===== src/rtl/core/rsl_pkg.sv =====
// ---------------------------------------------------------------------------
// rsl_pkg
// Shared types and constants of the rotator serial link block.
// ---------------------------------------------------------------------------
package rsl_pkg;

  localparam int TIMER_WIDTH_DFLT = 16;
  localparam int JOB_DEPTH_DFLT   = 4;

  localparam int CFG_WIDTH  = 16;
  localparam int IN_TDATA_W = 24;
  localparam int OUT_TDATA_W = 24;

  localparam logic [CFG_WIDTH-1:0] POLL_INTERVAL_RST = 16'd800;
  localparam logic [CFG_WIDTH-1:0] DEAD_TIME_RST     = 16'd2500;
  localparam logic [CFG_WIDTH-1:0] EXEC_DELAY_RST    = 16'd500;

  localparam logic [7:0] CHAR_A    = 8'h41;
  localparam logic [7:0] CHAR_I    = 8'h49;
  localparam logic [7:0] CHAR_M    = 8'h4D;
  localparam logic [7:0] CHAR_P    = 8'h50;
  localparam logic [7:0] CHAR_ONE  = 8'h31;
  localparam logic [7:0] CHAR_ZERO = 8'h30;
  localparam logic [7:0] CHAR_NINE = 8'h39;
  localparam logic [7:0] CHAR_SEMI = 8'h3B;

  localparam logic [10:0] DEG_FULL = 11'd360;

  typedef enum logic [1:0] {
    OP_RX   = 2'd0,
    OP_TICK = 2'd1,
    OP_TURN = 2'd2,
    OP_STOP = 2'd3
  } op_e;

  typedef enum logic [1:0] {
    REG_POLL_INTERVAL = 2'd0,
    REG_DEAD_TIME     = 2'd1,
    REG_EXEC_DELAY    = 2'd2
  } cfg_reg_e;

  typedef enum logic [1:0] {
    JOB_NONE = 2'd0,
    JOB_TICK = 2'd1,
    JOB_TURN = 2'd2,
    JOB_STOP = 2'd3
  } job_kind_e;

  typedef struct packed {
    logic       link_chg;
    logic       az_chg;
    logic       link_up;
    logic       az_valid;
    logic [8:0] azimuth;
  } status_t;

  typedef struct packed {
    job_kind_e   kind;
    logic        am;      // tick sends the execute command
    logic        ai;      // tick sends the status poll
    logic [15:0] target;
    status_t     st;
  } job_t;

endpackage


===== src/rtl/core/rotator_serial_link_top.sv =====
// ---------------------------------------------------------------------------
// rotator_serial_link_top
// Rotator control link engine: deframes replies, polls, sends turn commands.
// ---------------------------------------------------------------------------
// Input stream: one event per request, tuser selects received byte, ms tick,
// turn or stop; tdata carries the byte and the signed turn target.
// Output stream: one result per transmitted byte, or a single result with
// tuser low when the event sends nothing; tlast marks the event's final result.
// Registers poll interval, dead time and execute delay are to be written through
// the plain write port only while the block is idle; the block does not enforce it.
// An event passes through the job queue and the current-job register before its
// first result is registered; a turn first waits while its remainder and digits
// take three pipeline steps. One result per cycle leaves the output register
// while the receiver takes them; an event yields 1, 4 or 8 results, a turn 7.
// A four-entry job queue lets the input side keep accepting while the
// receiver stalls; input tready drops only once the queue is full.
// Reset clears the link state, the timers (first tick polls) and the queue;
// no clearing pass is needed.
// ---------------------------------------------------------------------------
module rotator_serial_link_top import rsl_pkg::*; #(
  parameter int TimerWidth = TIMER_WIDTH_DFLT,
  parameter int JobDepth   = JOB_DEPTH_DFLT
) (
  input  logic                   clk_i,
  input  logic                   rst_ni,
  input  logic                   cfg_we_i,
  input  logic [1:0]             cfg_idx_i,
  input  logic [CFG_WIDTH-1:0]   cfg_data_i,
  input  logic                   s_axis_tvalid,
  output logic                   s_axis_tready,
  // [7:0] rx_byte, [23:8] target_deg
  input  logic [IN_TDATA_W-1:0]  s_axis_tdata,
  // [1:0] operation
  input  logic [1:0]             s_axis_tuser,
  output logic                   m_axis_tvalid,
  input  logic                   m_axis_tready,
  // [7:0] tx_byte, [16:8] azimuth, [17] azimuth_valid, [18] link_up,
  // [19] azimuth_changed, [20] link_changed, [23:21] zero
  output logic [OUT_TDATA_W-1:0] m_axis_tdata,
  // [0] tx_valid
  output logic                   m_axis_tuser,
  output logic                   m_axis_tlast
);

  logic push, q_ready, q_valid, pop;
  job_t push_job, head_job;

  rsl_front #(.TimerWidth(TimerWidth)) u_front (
    .clk_i        (clk_i),
    .rst_ni       (rst_ni),
    .cfg_we_i     (cfg_we_i),
    .cfg_idx_i    (cfg_idx_i),
    .cfg_data_i   (cfg_data_i),
    .in_valid_i   (s_axis_tvalid),
    .in_ready_o   (s_axis_tready),
    .in_op_i      (s_axis_tuser),
    .in_rx_byte_i (s_axis_tdata[7:0]),
    .in_target_i  (s_axis_tdata[23:8]),
    .q_ready_i    (q_ready),
    .push_o       (push),
    .job_o        (push_job)
  );

  rsl_fifo #(.Depth(JobDepth)) u_fifo (
    .clk_i   (clk_i),
    .rst_ni  (rst_ni),
    .push_i  (push),
    .data_i  (push_job),
    .ready_o (q_ready),
    .pop_i   (pop),
    .valid_o (q_valid),
    .data_o  (head_job)
  );

  rsl_back u_back (
    .clk_i       (clk_i),
    .rst_ni      (rst_ni),
    .q_valid_i   (q_valid),
    .job_i       (head_job),
    .pop_o       (pop),
    .out_valid_o (m_axis_tvalid),
    .out_ready_i (m_axis_tready),
    .out_data_o  (m_axis_tdata),
    .out_tx_o    (m_axis_tuser),
    .out_last_o  (m_axis_tlast)
  );

endmodule


===== src/rtl/core/rsl_front.sv =====
// ---------------------------------------------------------------------------
// rsl_front
// Accepts events, runs the deframer and timers, and queues one job per event.
// ---------------------------------------------------------------------------
module rsl_front import rsl_pkg::*; #(
  parameter int TimerWidth = TIMER_WIDTH_DFLT
) (
  input  logic                 clk_i,
  input  logic                 rst_ni,
  input  logic                 cfg_we_i,
  input  logic [1:0]           cfg_idx_i,
  input  logic [CFG_WIDTH-1:0] cfg_data_i,
  input  logic                 in_valid_i,
  output logic                 in_ready_o,
  input  logic [1:0]           in_op_i,
  input  logic [7:0]           in_rx_byte_i,
  input  logic [15:0]          in_target_i,
  input  logic                 q_ready_i,
  output logic                 push_o,
  output job_t                 job_o
);

  localparam logic [32:0] TimerMax = (33'd1 << TimerWidth) - 33'd1;

  function automatic logic [TimerWidth-1:0] fit_timer(logic [CFG_WIDTH-1:0] v);
    logic [32:0] ext;
    ext = 33'(v);
    if (ext > TimerMax) return '1;
    return ext[TimerWidth-1:0];
  endfunction

  function automatic logic is_digit(logic [7:0] c);
    return (c >= CHAR_ZERO) && (c <= CHAR_NINE);
  endfunction

  logic [CFG_WIDTH-1:0]  poll_ivl_q, dead_time_q, exec_dly_q;
  logic [7:0]            recent_q [3];
  logic [7:0]            recent_d [3];
  logic [1:0]            held_q, held_d;
  logic [8:0]            az_q, az_d;
  logic                  known_q, known_d;
  logic                  link_q, link_d;
  logic [TimerWidth-1:0] poll_q, poll_d;
  logic [TimerWidth-1:0] sil_q, sil_d;
  logic [TimerWidth-1:0] exec_q, exec_d;
  logic                  pend_q, pend_d;

  logic                  accept;
  logic [10:0]           frame_deg;
  logic [8:0]            frame_az;
  logic                  frame_hit;
  logic [TimerWidth-1:0] sil_inc;
  logic                  am, ai, az_chg, link_chg;
  job_kind_e             kind;

  assign in_ready_o = q_ready_i;
  assign accept     = in_valid_i && q_ready_i;
  assign push_o     = accept;

  assign frame_deg = 11'(recent_q[0][3:0]) * 11'd100 + 11'(recent_q[1][3:0]) * 11'd10
                   + 11'(recent_q[2][3:0]);
  assign frame_hit = (in_rx_byte_i == CHAR_SEMI) && is_digit(recent_q[0])
                   && is_digit(recent_q[1]) && is_digit(recent_q[2])
                   && (frame_deg <= DEG_FULL);
  // full circle reads as north
  assign frame_az  = (frame_deg == DEG_FULL) ? 9'd0 : frame_deg[8:0];
  assign sil_inc   = (sil_q == '1) ? sil_q : sil_q + 1'b1;

  always_comb begin
    recent_d = recent_q;
    held_d   = held_q;
    az_d     = az_q;
    known_d  = known_q;
    link_d   = link_q;
    poll_d   = poll_q;
    sil_d    = sil_q;
    exec_d   = exec_q;
    pend_d   = pend_q;
    am       = 1'b0;
    ai       = 1'b0;
    az_chg   = 1'b0;
    link_chg = 1'b0;
    kind     = JOB_NONE;
    if (accept) begin
      unique case (op_e'(in_op_i))
        OP_RX: begin
          if (held_q != 2'd3) begin
            recent_d[held_q] = in_rx_byte_i;
            held_d = held_q + 2'd1;
          end else if (frame_hit) begin
            held_d = 2'd0;
            sil_d  = '0;
            if (!link_q) begin
              link_d   = 1'b1;
              link_chg = 1'b1;
            end
            if (!known_q || (az_q != frame_az)) begin
              az_d    = frame_az;
              known_d = 1'b1;
              az_chg  = 1'b1;
            end
          end else begin
            // slide the window by one byte
            recent_d[0] = recent_q[1];
            recent_d[1] = recent_q[2];
            recent_d[2] = in_rx_byte_i;
          end
        end
        OP_TICK: begin
          sil_d = sil_inc;
          if (pend_q) begin
            if (exec_q <= TimerWidth'(1)) begin
              exec_d = '0;
              pend_d = 1'b0;
              am     = 1'b1;
            end else begin
              exec_d = exec_q - 1'b1;
            end
          end
          if (poll_q == '0) begin
            if (link_q && (33'(sil_inc) > 33'(dead_time_q))) begin
              link_d   = 1'b0;
              link_chg = 1'b1;
              known_d  = 1'b0;
              az_d     = 9'd0;
              az_chg   = 1'b1;
            end
            ai     = 1'b1;
            poll_d = (poll_ivl_q == '0) ? '0 : fit_timer(poll_ivl_q) - 1'b1;
          end else begin
            poll_d = poll_q - 1'b1;
          end
          kind = (am || ai) ? JOB_TICK : JOB_NONE;
        end
        OP_TURN: begin
          exec_d = fit_timer(exec_dly_q);
          pend_d = 1'b1;
          kind   = JOB_TURN;
        end
        OP_STOP: begin
          kind = JOB_STOP;
        end
        default: begin
          kind = JOB_NONE;
        end
      endcase
    end
  end

  always_comb begin
    job_o.kind        = kind;
    job_o.am          = am;
    job_o.ai          = ai;
    job_o.target      = in_target_i;
    job_o.st.link_chg = link_chg;
    job_o.st.az_chg   = az_chg;
    job_o.st.link_up  = link_d;
    job_o.st.az_valid = known_d;
    job_o.st.azimuth  = known_d ? az_d : 9'd0;
  end

  always_ff @(posedge clk_i or negedge rst_ni) begin
    if (!rst_ni) begin
      poll_ivl_q  <= POLL_INTERVAL_RST;
      dead_time_q <= DEAD_TIME_RST;
      exec_dly_q  <= EXEC_DELAY_RST;
    end else if (cfg_we_i) begin
      unique case (cfg_idx_i)
        REG_POLL_INTERVAL: poll_ivl_q  <= cfg_data_i;
        REG_DEAD_TIME:     dead_time_q <= cfg_data_i;
        REG_EXEC_DELAY:    exec_dly_q  <= cfg_data_i;
        default: begin
          // unmapped index: drop the write
        end
      endcase
    end
  end

  always_ff @(posedge clk_i or negedge rst_ni) begin
    if (!rst_ni) begin
      recent_q <= '{default: 8'h00};
      held_q   <= 2'd0;
      az_q     <= 9'd0;
      known_q  <= 1'b0;
      link_q   <= 1'b0;
      poll_q   <= '0;
      sil_q    <= '0;
      exec_q   <= '0;
      pend_q   <= 1'b0;
    end else begin
      recent_q <= recent_d;
      held_q   <= held_d;
      az_q     <= az_d;
      known_q  <= known_d;
      link_q   <= link_d;
      poll_q   <= poll_d;
      sil_q    <= sil_d;
      exec_q   <= exec_d;
      pend_q   <= pend_d;
    end
  end

endmodule


===== src/rtl/core/rsl_fifo.sv =====
// ---------------------------------------------------------------------------
// rsl_fifo
// Short job queue between the event front end and the transmit back end.
// ---------------------------------------------------------------------------
module rsl_fifo import rsl_pkg::*; #(
  parameter int Depth = JOB_DEPTH_DFLT
) (
  input  logic clk_i,
  input  logic rst_ni,
  input  logic push_i,
  input  job_t data_i,
  output logic ready_o,
  input  logic pop_i,
  output logic valid_o,
  output job_t data_o
);

  localparam int AddrW = (Depth > 1) ? $clog2(Depth) : 1;
  localparam int CntW  = $clog2(Depth + 1);
  localparam logic [AddrW-1:0] LastAddr = AddrW'(Depth - 1);
  localparam logic [CntW-1:0]  FullCnt  = CntW'(Depth);

  job_t             slots_q [Depth];
  logic [AddrW-1:0] wptr_q, rptr_q;
  logic [CntW-1:0]  cnt_q;
  logic             do_push, do_pop;

  assign ready_o = (cnt_q != FullCnt);
  assign valid_o = (cnt_q != '0);
  assign data_o  = slots_q[rptr_q];
  assign do_push = push_i && ready_o;
  assign do_pop  = pop_i && valid_o;

  always_ff @(posedge clk_i) begin
    if (do_push) slots_q[wptr_q] <= data_i;
  end

  always_ff @(posedge clk_i or negedge rst_ni) begin
    if (!rst_ni) begin
      wptr_q <= '0;
      rptr_q <= '0;
      cnt_q  <= '0;
    end else begin
      if (do_push) wptr_q <= (wptr_q == LastAddr) ? '0 : wptr_q + 1'b1;
      if (do_pop)  rptr_q <= (rptr_q == LastAddr) ? '0 : rptr_q + 1'b1;
      if (do_push && !do_pop)      cnt_q <= cnt_q + 1'b1;
      else if (do_pop && !do_push) cnt_q <= cnt_q - 1'b1;
    end
  end

endmodule


===== src/rtl/core/rsl_back.sv =====
// ---------------------------------------------------------------------------
// rsl_back
// Expands queued jobs into result items in an output register, one per cycle while it is free.
// ---------------------------------------------------------------------------
module rsl_back import rsl_pkg::*; (
  input  logic                   clk_i,
  input  logic                   rst_ni,
  input  logic                   q_valid_i,
  input  job_t                   job_i,
  output logic                   pop_o,
  output logic                   out_valid_o,
  input  logic                   out_ready_i,
  output logic [OUT_TDATA_W-1:0] out_data_o,
  output logic                   out_tx_o,
  output logic                   out_last_o
);

  job_t        cur_q;
  logic        cur_vld_q;
  logic [2:0]  idx_q, last_idx_q;
  logic [1:0]  calc_q;
  logic [16:0] x_q;
  logic [7:0]  quo_q;
  logic [8:0]  rem_q;
  logic [3:0]  dig_q [3];

  logic                   out_vld_q, out_tx_q, out_last_q;
  logic [OUT_TDATA_W-1:0] out_data_q;

  logic        out_free, fire, fire_last;
  logic [2:0]  job_last;
  logic [30:0] prod;
  logic [16:0] quo_mul;
  logic [17:0] diff;
  logic [8:0]  rem_d;
  logic [1:0]  hund;
  logic [6:0]  rem100;
  logic [3:0]  tens;
  logic [3:0]  units;
  logic [7:0]  tx_byte;
  logic        tx_flag;

  assign out_free  = !out_vld_q || out_ready_i;
  assign fire      = cur_vld_q && (calc_q == 2'd0) && out_free;
  assign fire_last = fire && (idx_q == last_idx_q);
  assign pop_o     = q_valid_i && (!cur_vld_q || fire_last);

  always_comb begin
    case (job_i.kind)
      JOB_TICK: job_last = (job_i.am && job_i.ai) ? 3'd7 : 3'd3;
      JOB_TURN: job_last = 3'd6;
      default:  job_last = 3'd0;
    endcase
  end

  // Remainder by 360: reciprocal estimate is exact or one too high.
  assign prod    = 31'(x_q) * 31'd11651;
  assign quo_mul = 17'(quo_q) * 17'd360;
  assign diff    = {1'b0, x_q} - {1'b0, quo_mul};

  always_comb begin
    if (diff[17])                rem_d = 9'(diff + 18'd360);
    else if (diff >= 18'd360)    rem_d = 9'(diff - 18'd360);
    else                         rem_d = diff[8:0];
  end

  always_comb begin
    if (rem_q >= 9'd300)      hund = 2'd3;
    else if (rem_q >= 9'd200) hund = 2'd2;
    else if (rem_q >= 9'd100) hund = 2'd1;
    else                      hund = 2'd0;
    rem100 = 7'(rem_q - 9'(hund) * 9'd100);
    tens = 4'd0;
    for (int k = 1; k < 10; k++) begin
      if (rem100 >= 7'(k * 10)) tens = tens + 4'd1;
    end
    units = 4'(rem100 - 7'(tens) * 7'd10);
  end

  always_comb begin
    tx_flag = 1'b1;
    tx_byte = CHAR_SEMI;
    case (cur_q.kind)
      JOB_TICK: begin
        case (idx_q[1:0])
          2'd0:    tx_byte = CHAR_A;
          2'd1:    tx_byte = (cur_q.am && !idx_q[2]) ? CHAR_M : CHAR_I;
          2'd2:    tx_byte = CHAR_ONE;
          default: tx_byte = CHAR_SEMI;
        endcase
      end
      JOB_TURN: begin
        case (idx_q)
          3'd0:    tx_byte = CHAR_A;
          3'd1:    tx_byte = CHAR_P;
          3'd2:    tx_byte = CHAR_ONE;
          3'd3:    tx_byte = CHAR_ZERO + 8'(dig_q[0]);
          3'd4:    tx_byte = CHAR_ZERO + 8'(dig_q[1]);
          3'd5:    tx_byte = CHAR_ZERO + 8'(dig_q[2]);
          default: tx_byte = CHAR_SEMI;
        endcase
      end
      JOB_STOP: tx_byte = CHAR_SEMI;
      default: begin
        tx_flag = 1'b0;
        tx_byte = 8'h00;
      end
    endcase
  end

  // free-running remainder pipeline; calc_q holds the job until it settles
  always_ff @(posedge clk_i) begin
    quo_q    <= prod[29:22];
    rem_q    <= rem_d;
    dig_q[0] <= 4'(hund);
    dig_q[1] <= tens;
    dig_q[2] <= units;
    if (pop_o) begin
      cur_q <= job_i;
      if (job_i.kind == JOB_TURN) x_q <= {~job_i.target[15], job_i.target[14:0]} + 17'd352;
    end
    if (fire) begin
      out_data_q <= {3'b000, cur_q.st.link_chg, cur_q.st.az_chg, cur_q.st.link_up,
                     cur_q.st.az_valid, cur_q.st.azimuth, tx_byte};
      out_tx_q   <= tx_flag;
      out_last_q <= (idx_q == last_idx_q);
    end
  end

  always_ff @(posedge clk_i or negedge rst_ni) begin
    if (!rst_ni) begin
      cur_vld_q  <= 1'b0;
      idx_q      <= 3'd0;
      last_idx_q <= 3'd0;
      calc_q     <= 2'd0;
      out_vld_q  <= 1'b0;
    end else begin
      if (pop_o) begin
        cur_vld_q  <= 1'b1;
        idx_q      <= 3'd0;
        last_idx_q <= job_last;
        calc_q     <= (job_i.kind == JOB_TURN) ? 2'd3 : 2'd0;
      end else begin
        if (fire_last)  cur_vld_q <= 1'b0;
        else if (fire)  idx_q <= idx_q + 3'd1;
        if (calc_q != 2'd0) calc_q <= calc_q - 2'd1;
      end
      if (fire)             out_vld_q <= 1'b1;
      else if (out_ready_i) out_vld_q <= 1'b0;
    end
  end

  assign out_valid_o = out_vld_q;
  assign out_data_o  = out_data_q;
  assign out_tx_o    = out_tx_q;
  assign out_last_o  = out_last_q;

endmodule


===== config.mk =====
export PLATFORM = sky130hd
export DESIGN_NAME = rotator_serial_link_top
export DESIGN_NICKNAME = d
export VERILOG_FILES = /design/src/rtl/core/rsl_pkg.sv /design/src/rtl/core/rotator_serial_link_top.sv /design/src/rtl/core/rsl_front.sv /design/src/rtl/core/rsl_fifo.sv /design/src/rtl/core/rsl_back.sv
export SDC_FILE = /design/constraint.sdc
export NUM_CORES = 1
export LEC_CHECK = 0
export BUFFER_PORTS_ARGS = -buffer_cell sky130_fd_sc_hd__buf_4
export CORE_MARGIN = 1
export CORE_UTILIZATION = 44
export DETAILED_ROUTE_END_ITERATION = 16
export HOLD_SLACK_MARGIN = 0.15
export MAX_ROUTING_LAYER = met4
export PLACE_DENSITY = 0.7
export SLEW_MARGIN = 20
export SYNTH_ARGS = -nofsm -noshare
export SYNTH_HDL_FRONTEND = slang
export SYNTH_SLANG_ARGS = --single-unit

===== constraint.sdc =====
create_clock -name clk_i -period 14.9 [get_ports clk_i]
set_input_delay 3.725 -clock clk_i [delete_from_list [all_inputs] [get_ports clk_i]]
set_output_delay 3.725 -clock clk_i [all_outputs]
set_load 0.02 [all_outputs]

=== Yosys cells after proc, flatten, opt, wreduce, memory -nomap -nowiden ===
Memory sizes are Yosys's and may differ from the RTL's.
Cells that the tools add are included.

* Output and inout bits: 28
* Bits in latches: 0
* Bits in registers: 224
* Word-level logic and storage cells: 293
* Memories: 2
* Input port bits: 49
* Bits in writable memories: 144
* ROM bits: 0

* Equality and inequality tests: 31
* Multiply operators: 6
* $lt $le $gt $ge: 24
* Muxes and demuxes: 104
* Shifts and indexed selects: 0
* Bitwise logic cells: 2
* Reduce and logical (&&, ||, !) cells: 59
* Add/subtract/negate cells: 30
* Divide/modulo/power cells: 0

{| class="wikitable"
|+ Memories
! memory !! words !! bits a word !! rd ports !! clocked after Yosys merged registers in !! write ports !! line !! source
|-
| u_fifo.slots_q || 4 || 33 || 1 || 0 || 1 || rsl_fifo.sv:23 || <nowiki>job_t slots_q [Depth];</nowiki>
|-
| u_back.dig_q || 3 || 4 || 3 || 0 || 3 || rsl_back.sv:25 || <nowiki>logic [3:0] dig_q [3];</nowiki>
|}

{| class="wikitable"
|+ Operators by type and width
! operator !! count
|-
| $mux 16 || 7
|-
| $mux 9 || 10
|-
| $pmux 16 s2 || 2
|-
| $mux 24 || 2
|-
| $pmux 8 s3 || 2
|-
| $pmux 8 s6 || 1
|-
| $sub 16x1->16 const B || 3
|-
| $mux 1 || 44
|-
| $logic_not 16->1 || 2
|-
| $mux 4 || 8
|-
| $mul 17x14->30 const B || 1
|-
| $add 4x1->4 const B || 7
|-
| $bwmux 24 || 1
|-
| $ge 8x6->1 const B || 3
|-
| $le 8x6->1 const B || 3
|-
| $add 6x4->7 const A || 3
|-
| $ge 7x6->1 const B || 3
|-
| $ge 7x7->1 const B || 3
|-
| $mux 3 || 7
|-
| $logic_and 1x1->1 || 20
|-
| $mux 2 || 10
|-
| $eq 2x2->1 const B || 9
|-
| $ge 18x9->1 const B || 1
|-
| $pmux 9 s2 || 1
|-
| 58 further kinds || 103
|}

=== Logic depth before layout (Yosys ltp) ===
Gate-level depths: netlist (run 1).

* Word-level depth: 26
* Gate-level depth with buffers: 36
* Depth with buffers taken out: 34

=== By module ===
Synthesis (run 1) repeated with hierarchy kept, for this count alone.

* Cell total of the unflattened synthesis: 2124
* Area total of the unflattened synthesis: 23724.0 sq um

{| class="wikitable"
|+ Modules (own cells, without submodules)
! module !! sequential area each (sq um) !! area each (sq um) !! instances !! cells an instance
|-
| rsl_back || 2442.3 || 9555.4 || 1 || 943
|-
| rsl_front || 3370.7 || 8914.8 || 1 || 971
|-
| rsl_fifo || 4139.0 || 5253.8 || 1 || 210
|}

=== Least setup slack after synthesis (run 1) ===
No wires, ideal clock.

* Kind: register to register
* Start point: register u_back.rem_q[4]
* End point: memory u_back.dig_q[2][3], in the netlist u_back.dig_q[0][11]
* Slack: 7.781 ns
* Data arrival time: 6.995 ns
* Data required time: 14.776 ns
* Period minus slack after synthesis: 7.119 ns
* Cell stages (with the launch flop): 35
* Path buffers: 3
* Cell sequence: dfxtp_1 > buf_6 > or3_2 > a31oi_1 > o21ai_0 > nand2_1 > ha_1 > inv_1 > fa_1 > o21ai_0 > a2bb2oi_1 > or3_1 > buf_6 > nand2_1 > and3_1 > ha_1 > clkbuf_1 > xnor2_1 > ha_1 > nor3_1 > nor3_1 > a31o_2 > ha_1 > o21ai_0 > a21o_2 > o2bb2ai_2 > inv_1 > ha_1 > a21oi_1 > xnor2_1 > mux2i_1 > fa_1 > xnor2_1 > xnor2_1 > xnor2_1

{| class="wikitable"
|+ RTL lines
! what !! line !! source
|-
| start, declared || rsl_back.sv:24 || <nowiki>logic [8:0] rem_q;</nowiki>
|-
| start signal, assigned || rsl_back.sv:114 || <nowiki>rem_q <= rem_d;</nowiki>
|-
| end, declared || rsl_back.sv:25 ||
|}

==> results.yml, run 1 <==
routing:
  avgViaCountPerCell: 5.55
  wl_per_cell_um: 17.5
  via_count: 15726
  drt_iter0_drc: 927
  detailedRoute.firstPassIterationCount: 6
  postRouteAntennaNets: 0
  drcViolationCount: 0
  route.final.wire_length_um: 49600
yosys:
  yosysMostFrequentCell: "sky130_fd_sc_hd__inv_1"
  ys_seq_area_frac: 0.429
  synth_area_per_cell_um2: 11.3
  top_cells_by_count_synth: "sky130_fd_sc_hd__inv_1 (253), sky130_fd_sc_hd__ha_1 (242), sky130_fd_sc_hd__edfxtp_1 (187)"
  largest_area_contributor_in_the_netlist: "sky130_fd_sc_hd__edfxtp_1"
  synth.distinct_cells: 86
  ys_ff_latch: 365
  synth-edff-count: 187
  yosysTopAreaCellShare: 0.242
  postSynth.asyncResetShare: 0.414
  synthCells: 2055
  synth.yosys.warnings: 0
  post_synth_main_area_contributors: "sky130_fd_sc_hd__edfxtp_1 (24%), sky130_fd_sc_hd__dfrtp_1 (15%), sky130_fd_sc_hd__ha_1 (13%), sky130_fd_sc_hd__fa_1 (6.6%), sky130_fd_sc_hd__inv_1 (4.1%)"
  ys_dominant_reg_cell: "sky130_fd_sc_hd__edfxtp_1"
  synth.cell_area_um2: 23200
grt:
  grt.total_usage: 0.195
  grt_first_pass_wirelength_um: 81500
  pin_count_of_the_biggest_net_entering_global_routing: 77
  grt_antenna_before_repair: 1
  first_global_vias: 16138
  final_global_route_overflow_total: 0
clock_network:
  cts_hold_repair.buffers: 0
  post_cts_buffers: 0
  cts.htree.levels: 2
  postCtsResizedCells: 0
  cts_root_buf: "sky130_fd_sc_hd__clkbuf_16"
  worst_setup_hold_path_clk_slew_ns: 0.06
  clock_tree.buffer_depth: 3
  cts.sinks: 365
  tritoncts_clock_tree: "built"
  worst_skew_pair.late_latency_ns: 0.56
  cts_inserted_buffers: 38
placement:
  routabilityCongestion: 0.899
  placement.io_buffers: 72
  detailedPlacementHpwl_um: 36500
  placedInstanceArea_um2: 24400
final_layout:
  final.fill_count: 4548
  drive_above_1_share: 0.136
  area_delta_synth_final_pct: 11.0
  layout.cell_area.non_filler_um2: 25700
  final-seq-area_um2: 9950
  nNetsFinal: 2488
  multi_input_area_um2: 12100
sta:
  worst-slew-pin-transition_ns: 0.962
  min_period_over_period: 0.523
  final-max-slew-violation-count: 0
  setup_violations: 0
  number_of_hold_slack_violations_in_the_final_timing_report: 0
  setup_skew_after_layout_ns: 0.0279
  relSlewSlack: 0.354
  timing.hold.ws_ns: 0.331
  timing.fmax_ghz: 0.128
  rsz0062_at_grt: "no"
  period_needed_ns: 7.80
  timing.setup.tns_ns: 0
hold_path:
  min_delay_worst_endpoint: "u_back.dig_q[0][8]$_DFF_P_"
  hold-path-cell-count: 0
  worst_hold_path_type: "reg2reg"
  hold_path_startpoint: "u_back.rem_q[0]$_DFF_P_"
die:
  std_cell_rows: 83
  number_of_ports_placed_on_the_die_boundary: 77
  coreArea_um2: 51700
  initial_core_util: 0.448
  die_area_um2: 53600
  die_w_um: 232
  die_height_um: 232
critical_path:
  required_time_of_the_critical_path_ns: 15.35
  crit_path_max_incr_delay_ns: 0.52
  timing.critical_path.slowest_stage_cell: "sky130_fd_sc_hd__or3_2"
  setup.worst_path.start_class: "flip-flop"
  worstPathMaxFanout: 9
  setup.reg_to_reg.worst_slack_ns: 7.10
  crit_type: "reg2reg"
  crit-reg2reg-capture: "u_back.dig_q[0][11]$_DFF_P_"
  reg2reg_depth: 32
  worst_ep_arrival_time_ns: 8.25
  crit-reg2reg-launch: "u_back.rem_q[4]$_DFF_P_"
  critical_path.endpoint_type: "flip-flop"
run:
  timing.max_cap.violations: 0
status:
  result_of_the_run: "completed"
==> state kept, by name (all words and copies together), names as in the netlist, 3 cells and up <==
name and count:
u_fifo.slots_q 132, u_front.exec_dly_q 16, u_front.sil_q 16, u_back.rem_q 9, u_front.exec_q 16, u_fifo.cnt_q 3
u_back.out_data_o 20, u_back.quo_q 8, u_back.dig_q 10, u_back.cur_q 16, u_front.poll_ivl_q 16, u_front.az_q 9
u_front.poll_q 16, u_back.last_idx_q 3, u_back.x_q 17, u_front.dead_time_q 16, u_front.recent_q 24, u_back.idx_q 3
==> metrics by stage <==
step / utilization / std cells / setup WS [ns]
5_1_grt: 0.497 / 2831 / 6.58
3_3_place_gp: 0.472 / 2760 / 7.43
2_1_floorplan: - / 2058 / 7.78
6_report: 0.497 / 2831 / 7.10
3_5_place_dp: 0.472 / 2760 / 7.20
4_1_cts: 0.496 / 2829 / 7.11
==> critical path: cells and delay by family, from the launching register on <==
kind | cells | cell delay [ns]
adders and majority gates | 7 | 2.43
and+or+nand+nor | 8 | 1.85
AOI/OAI and AO/OA | 8 | 1.67
xor gates and xnor gates | 5 | 0.98
DFF | 1 | 0.42
buffers and inverters | 3 | 0.21
muxes | 1 | 0.14
==> worst max path at each step <==
stage                     depth (start not counted)                          end                     from
after floorplan                                  34  u_back.dig_q[0][11]$_DFF_P_  u_back.rem_q[4]$_DFF_P_
after global placement                           31  u_back.dig_q[0][11]$_DFF_P_  u_back.rem_q[4]$_DFF_P_
after detailed placement                         32  u_back.dig_q[0][11]$_DFF_P_  u_back.rem_q[4]$_DFF_P_
after CTS                                        32  u_back.dig_q[0][11]$_DFF_P_  u_back.rem_q[4]$_DFF_P_
after global routing                             32  u_back.dig_q[0][11]$_DFF_P_  u_back.rem_q[4]$_DFF_P_
final                                            32  u_back.dig_q[0][11]$_DFF_P_  u_back.rem_q[4]$_DFF_P_
==> layout make-up <==
cell class / instances / area share
Multi-Input combinational cell: 1379 / 0.469
Antenna cell: 1 / 0.0000973
Tap cell: 680 / 0.0331
Timing Repair Buffer: 82 / 0.0249
Clock buffer: 51 / 0.0428
Clock inverter: 18 / 0.00613
Inverter: 255 / 0.0372
Sequential cell: 365 / 0.387
==> placed cells by master (no fill, tap or decap), types with 45 or more instances in the layout <==
master,n
sky130_fd_sc_hd__ha_1,242
sky130_fd_sc_hd__nor2_1,91
sky130_fd_sc_hd__mux2_2,59
sky130_fd_sc_hd__dfrtp_1,136
sky130_fd_sc_hd__xnor2_1,63
sky130_fd_sc_hd__nand2_1,113
sky130_fd_sc_hd__edfxtp_1,187
sky130_fd_sc_hd__inv_1,253
sky130_fd_sc_hd__nor3_1,45
sky130_fd_sc_hd__o21ai_0,139
sky130_fd_sc_hd__fa_1,76
sky130_fd_sc_hd__buf_4,80
sky130_fd_sc_hd__a21oi_1,81
==> cell families after synthesis <==
| family | Yosys count | share of synthesized area |
|---|---|---|
| adder cells (fa/ha/maj) | 318 | 0.196 |
| XOR/XNOR | 100 | 0.0402 |
| AND/OR/NAND/NOR | 414 | 0.0900 |
| AO/OA/AOI/OAI | 443 | 0.127 |
| other | 1 | 0.000162 |
| flip-flops | 365 | 0.429 |
| multiplexers | 100 | 0.0647 |
| buffers and inverters | 314 | 0.0523 |
==> metal layers <==
metal  routed length (µm)  track usage  vias to the layer above
met4                 1310       0.0608                        0
li1                     -            -                     7514
met5                    0            -                        -
met3                 2050       0.0272                       94
met1                22100        0.245                     7769
met2                24200        0.324                      349
Power of run 1 is not shown: default switching activity piles up to over one toggle a cycle in this logic, so the estimate is an artifact.
==> run 2, diff against run 1 <==
- PLACE_DENSITY: 0.7 -> 0.72
- clock period: 14.9 -> 6.59 ns (I/O delays scaled with it)
==> run 2 against run 1 <==
Compared with the run above:
- wire length is the same
- non-clock buffer count up 19
- maximum frequency increased by 21%
- utilization increased by 0.94 points
- die area stayed put
- largest cell class unchanged
- highest routed layer unchanged
- cell count up 0.88%
- critical path type unchanged
- register-to-register slack worse by 6.9 ns
- clock skew down 0.0050 ns
- global-route usage is 0.28 points lower
- critical path depth unchanged
- worst setup slack lost 6.9 ns
- via count grew 0.45%
- critical endpoint unchanged
==> results.yml, run 2 (synthesis results as in run 1) <==
sta:
  relSlewSlack: 0.374
  timing.fmax_ghz: 0.155
  worst-slew-pin-transition_ns: 0.939
  min_period_over_period: 0.976
  setup_violations: 0
  final-max-slew-violation-count: 0
  setup_skew_after_layout_ns: 0.0229
  period_needed_ns: 6.43
  number_of_hold_slack_violations_in_the_final_timing_report: 0
  timing.hold.ws_ns: 0.327
routing:
  detailedRoute.firstPassIterationCount: 5
  drcViolationCount: 0
  drt_iter0_drc: 1013
  avgViaCountPerCell: 5.53
  via_count: 15797
  postRouteAntennaNets: 0
  route.final.wire_length_um: 49600
  wl_per_cell_um: 17.4
critical_path:
  crit_type: "reg2reg"
  critical_path.most_common_cell: "sky130_fd_sc_hd__xnor2_1"
  worst_ep_arrival_time_ns: 6.88
  required_time_of_the_critical_path_ns: 7.04
  crit_path_max_incr_delay_ns: 0.43
  timing.critical_path.slowest_stage_cell: "sky130_fd_sc_hd__fa_2"
  critical_path.endpoint_type: "flip-flop"
  setup.worst_path.start_class: "flip-flop"
  worstPathMaxFanout: 8
final_layout:
  drive_above_1_share: 0.157
  layout.cell_area.non_filler_um2: 26200
  most-common-layout-cells: "sky130_fd_sc_hd__inv_1 (252), sky130_fd_sc_hd__ha_1 (236), sky130_fd_sc_hd__edfxtp_1 (187), sky130_fd_sc_hd__dfrtp_1 (136), sky130_fd_sc_hd__o21ai_0 (135)"
  area_delta_synth_final_pct: 13.1
  final_common_cell: "sky130_fd_sc_hd__inv_1"
  number_of_flip_flops_under_the_largest_register_name: 132
  largest_register: "u_fifo.slots_q"
  finalNonFillerCells: 2856
  nNetsFinal: 2509
  final_core_util: 0.507
clock_network:
  cts_root_buf: "sky130_fd_sc_hd__clkbuf_16"
  tritoncts_clock_tree: "built"
  worst_setup_hold_path_clk_slew_ns: 0.06
  cts_inserted_buffers: 40
  cts.htree.levels: 2
  cts_hold_repair.buffers: 0
  clock_tree.buffer_depth: 3
  worst_skew_pair.late_latency_ns: 0.56
  cts.sinks: 365
hold_path:
  worst_hold_path_type: "reg2reg"
placement:
  placement.io_buffers: 72
  routabilityCongestion: 0.895
  detailedPlacementHpwl_um: 35900
  place.detailed.instances: 2769
  placedInstanceArea_um2: 24500
status:
  result_of_the_run: "completed"
grt:
  first_global_vias: 15963
  final_global_route_overflow_total: 0
  grt_antenna_before_repair: 2
  pin_count_of_the_biggest_net_entering_global_routing: 99
  grt.total_usage: 0.192
  grt_first_pass_wirelength_um: 80200
die:
  initial_core_util: 0.448
  die_w_um: 232
  number_of_ports_placed_on_the_die_boundary: 77
  std_cell_rows: 83
  coreArea_um2: 51700
  die_area_um2: 53600
  die_height_um: 232
run:
  timing.max_cap.violations: 0
==> run 2: cell count changes in the layout (fill, tap and decap cells not counted), sizes merged <==
cell,before,now
inv,258,260
bufinv,2,6
buf,82,101
clkinv,13,14
clkbuf,51,49
diode,1,2
==> run 2: path summary, 6_finish.rpt <==
path	cells past startpoint	to	slack [ns]	from
min reg2reg	0	u_back.dig_q[0][8]$_DFF_P_	0.33	u_back.rem_q[0]$_DFF_P_
max in group asynchronous	2	u_front.poll_ivl_q[13]$_DFFE_PN0P_	4.13	rst_ni
max	32	u_back.dig_q[0][11]$_DFF_P_	0.16	u_back.rem_q[4]$_DFF_P_
min in group asynchronous	1	u_front.exec_q[12]$_DFFE_PN0P_	1.22	rst_ni
min	0	u_back.dig_q[0][8]$_DFF_P_	0.33	u_back.rem_q[0]$_DFF_P_
max reg2reg	32	u_back.dig_q[0][11]$_DFF_P_	0.16	u_back.rem_q[4]$_DFF_P_
==> run 2: final cells by class <==
cell class | count | area, µm²
Fill cell | 4447 | 25500
Multi-Input combinational cell | 1379 | 12300
Sequential cell | 365 | 9960
Clock buffer | 49 | 1110
Inverter | 255 | 957
Tap cell | 680 | 851
Timing Repair Buffer | 101 | 769
Clock inverter | 25 | 303
Antenna cell | 2 | 5.00
==> run 2: worst max-delay path: cells and delay by family (launching register included) <==
kind,cells,cell delay [ns]
compound gates,10,1.97
mux,1,0.15
xor+xnor,4,0.57
flops,1,0.31
simple gates,6,0.97
fa+ha+maj,6,1.70
buf+inv,5,0.66
==> run 2: per-stage QoR <==
stage	setup TNS (ns)	worst slack, ns
2_1_floorplan	0	0.0497
3_3_place_gp	0	0.103
3_5_place_dp	-0.190	-0.190
4_1_cts	0	0.0402
5_1_grt	-0.0723	-0.0723
6_report	0	0.156
==> run 2: per-layer routing <==
metal / share of wire / GRT usage
met3: 0.046 / 0.0303
met1: 0.44 / 0.236
met5: 0 / -
met2: 0.49 / 0.322
met4: 0.025 / 0.0608
==> run 2: timing repair <==
action | 4_1_cts | 5_1_grt
setup buffers | 2 | 9
cloned | 0 | 0
gates resized for setup | 6 | 26
endpoints found under the setup margin | 1 | 2
pin swaps | 5 | 22
Power of run 2 is left out for the same reason.
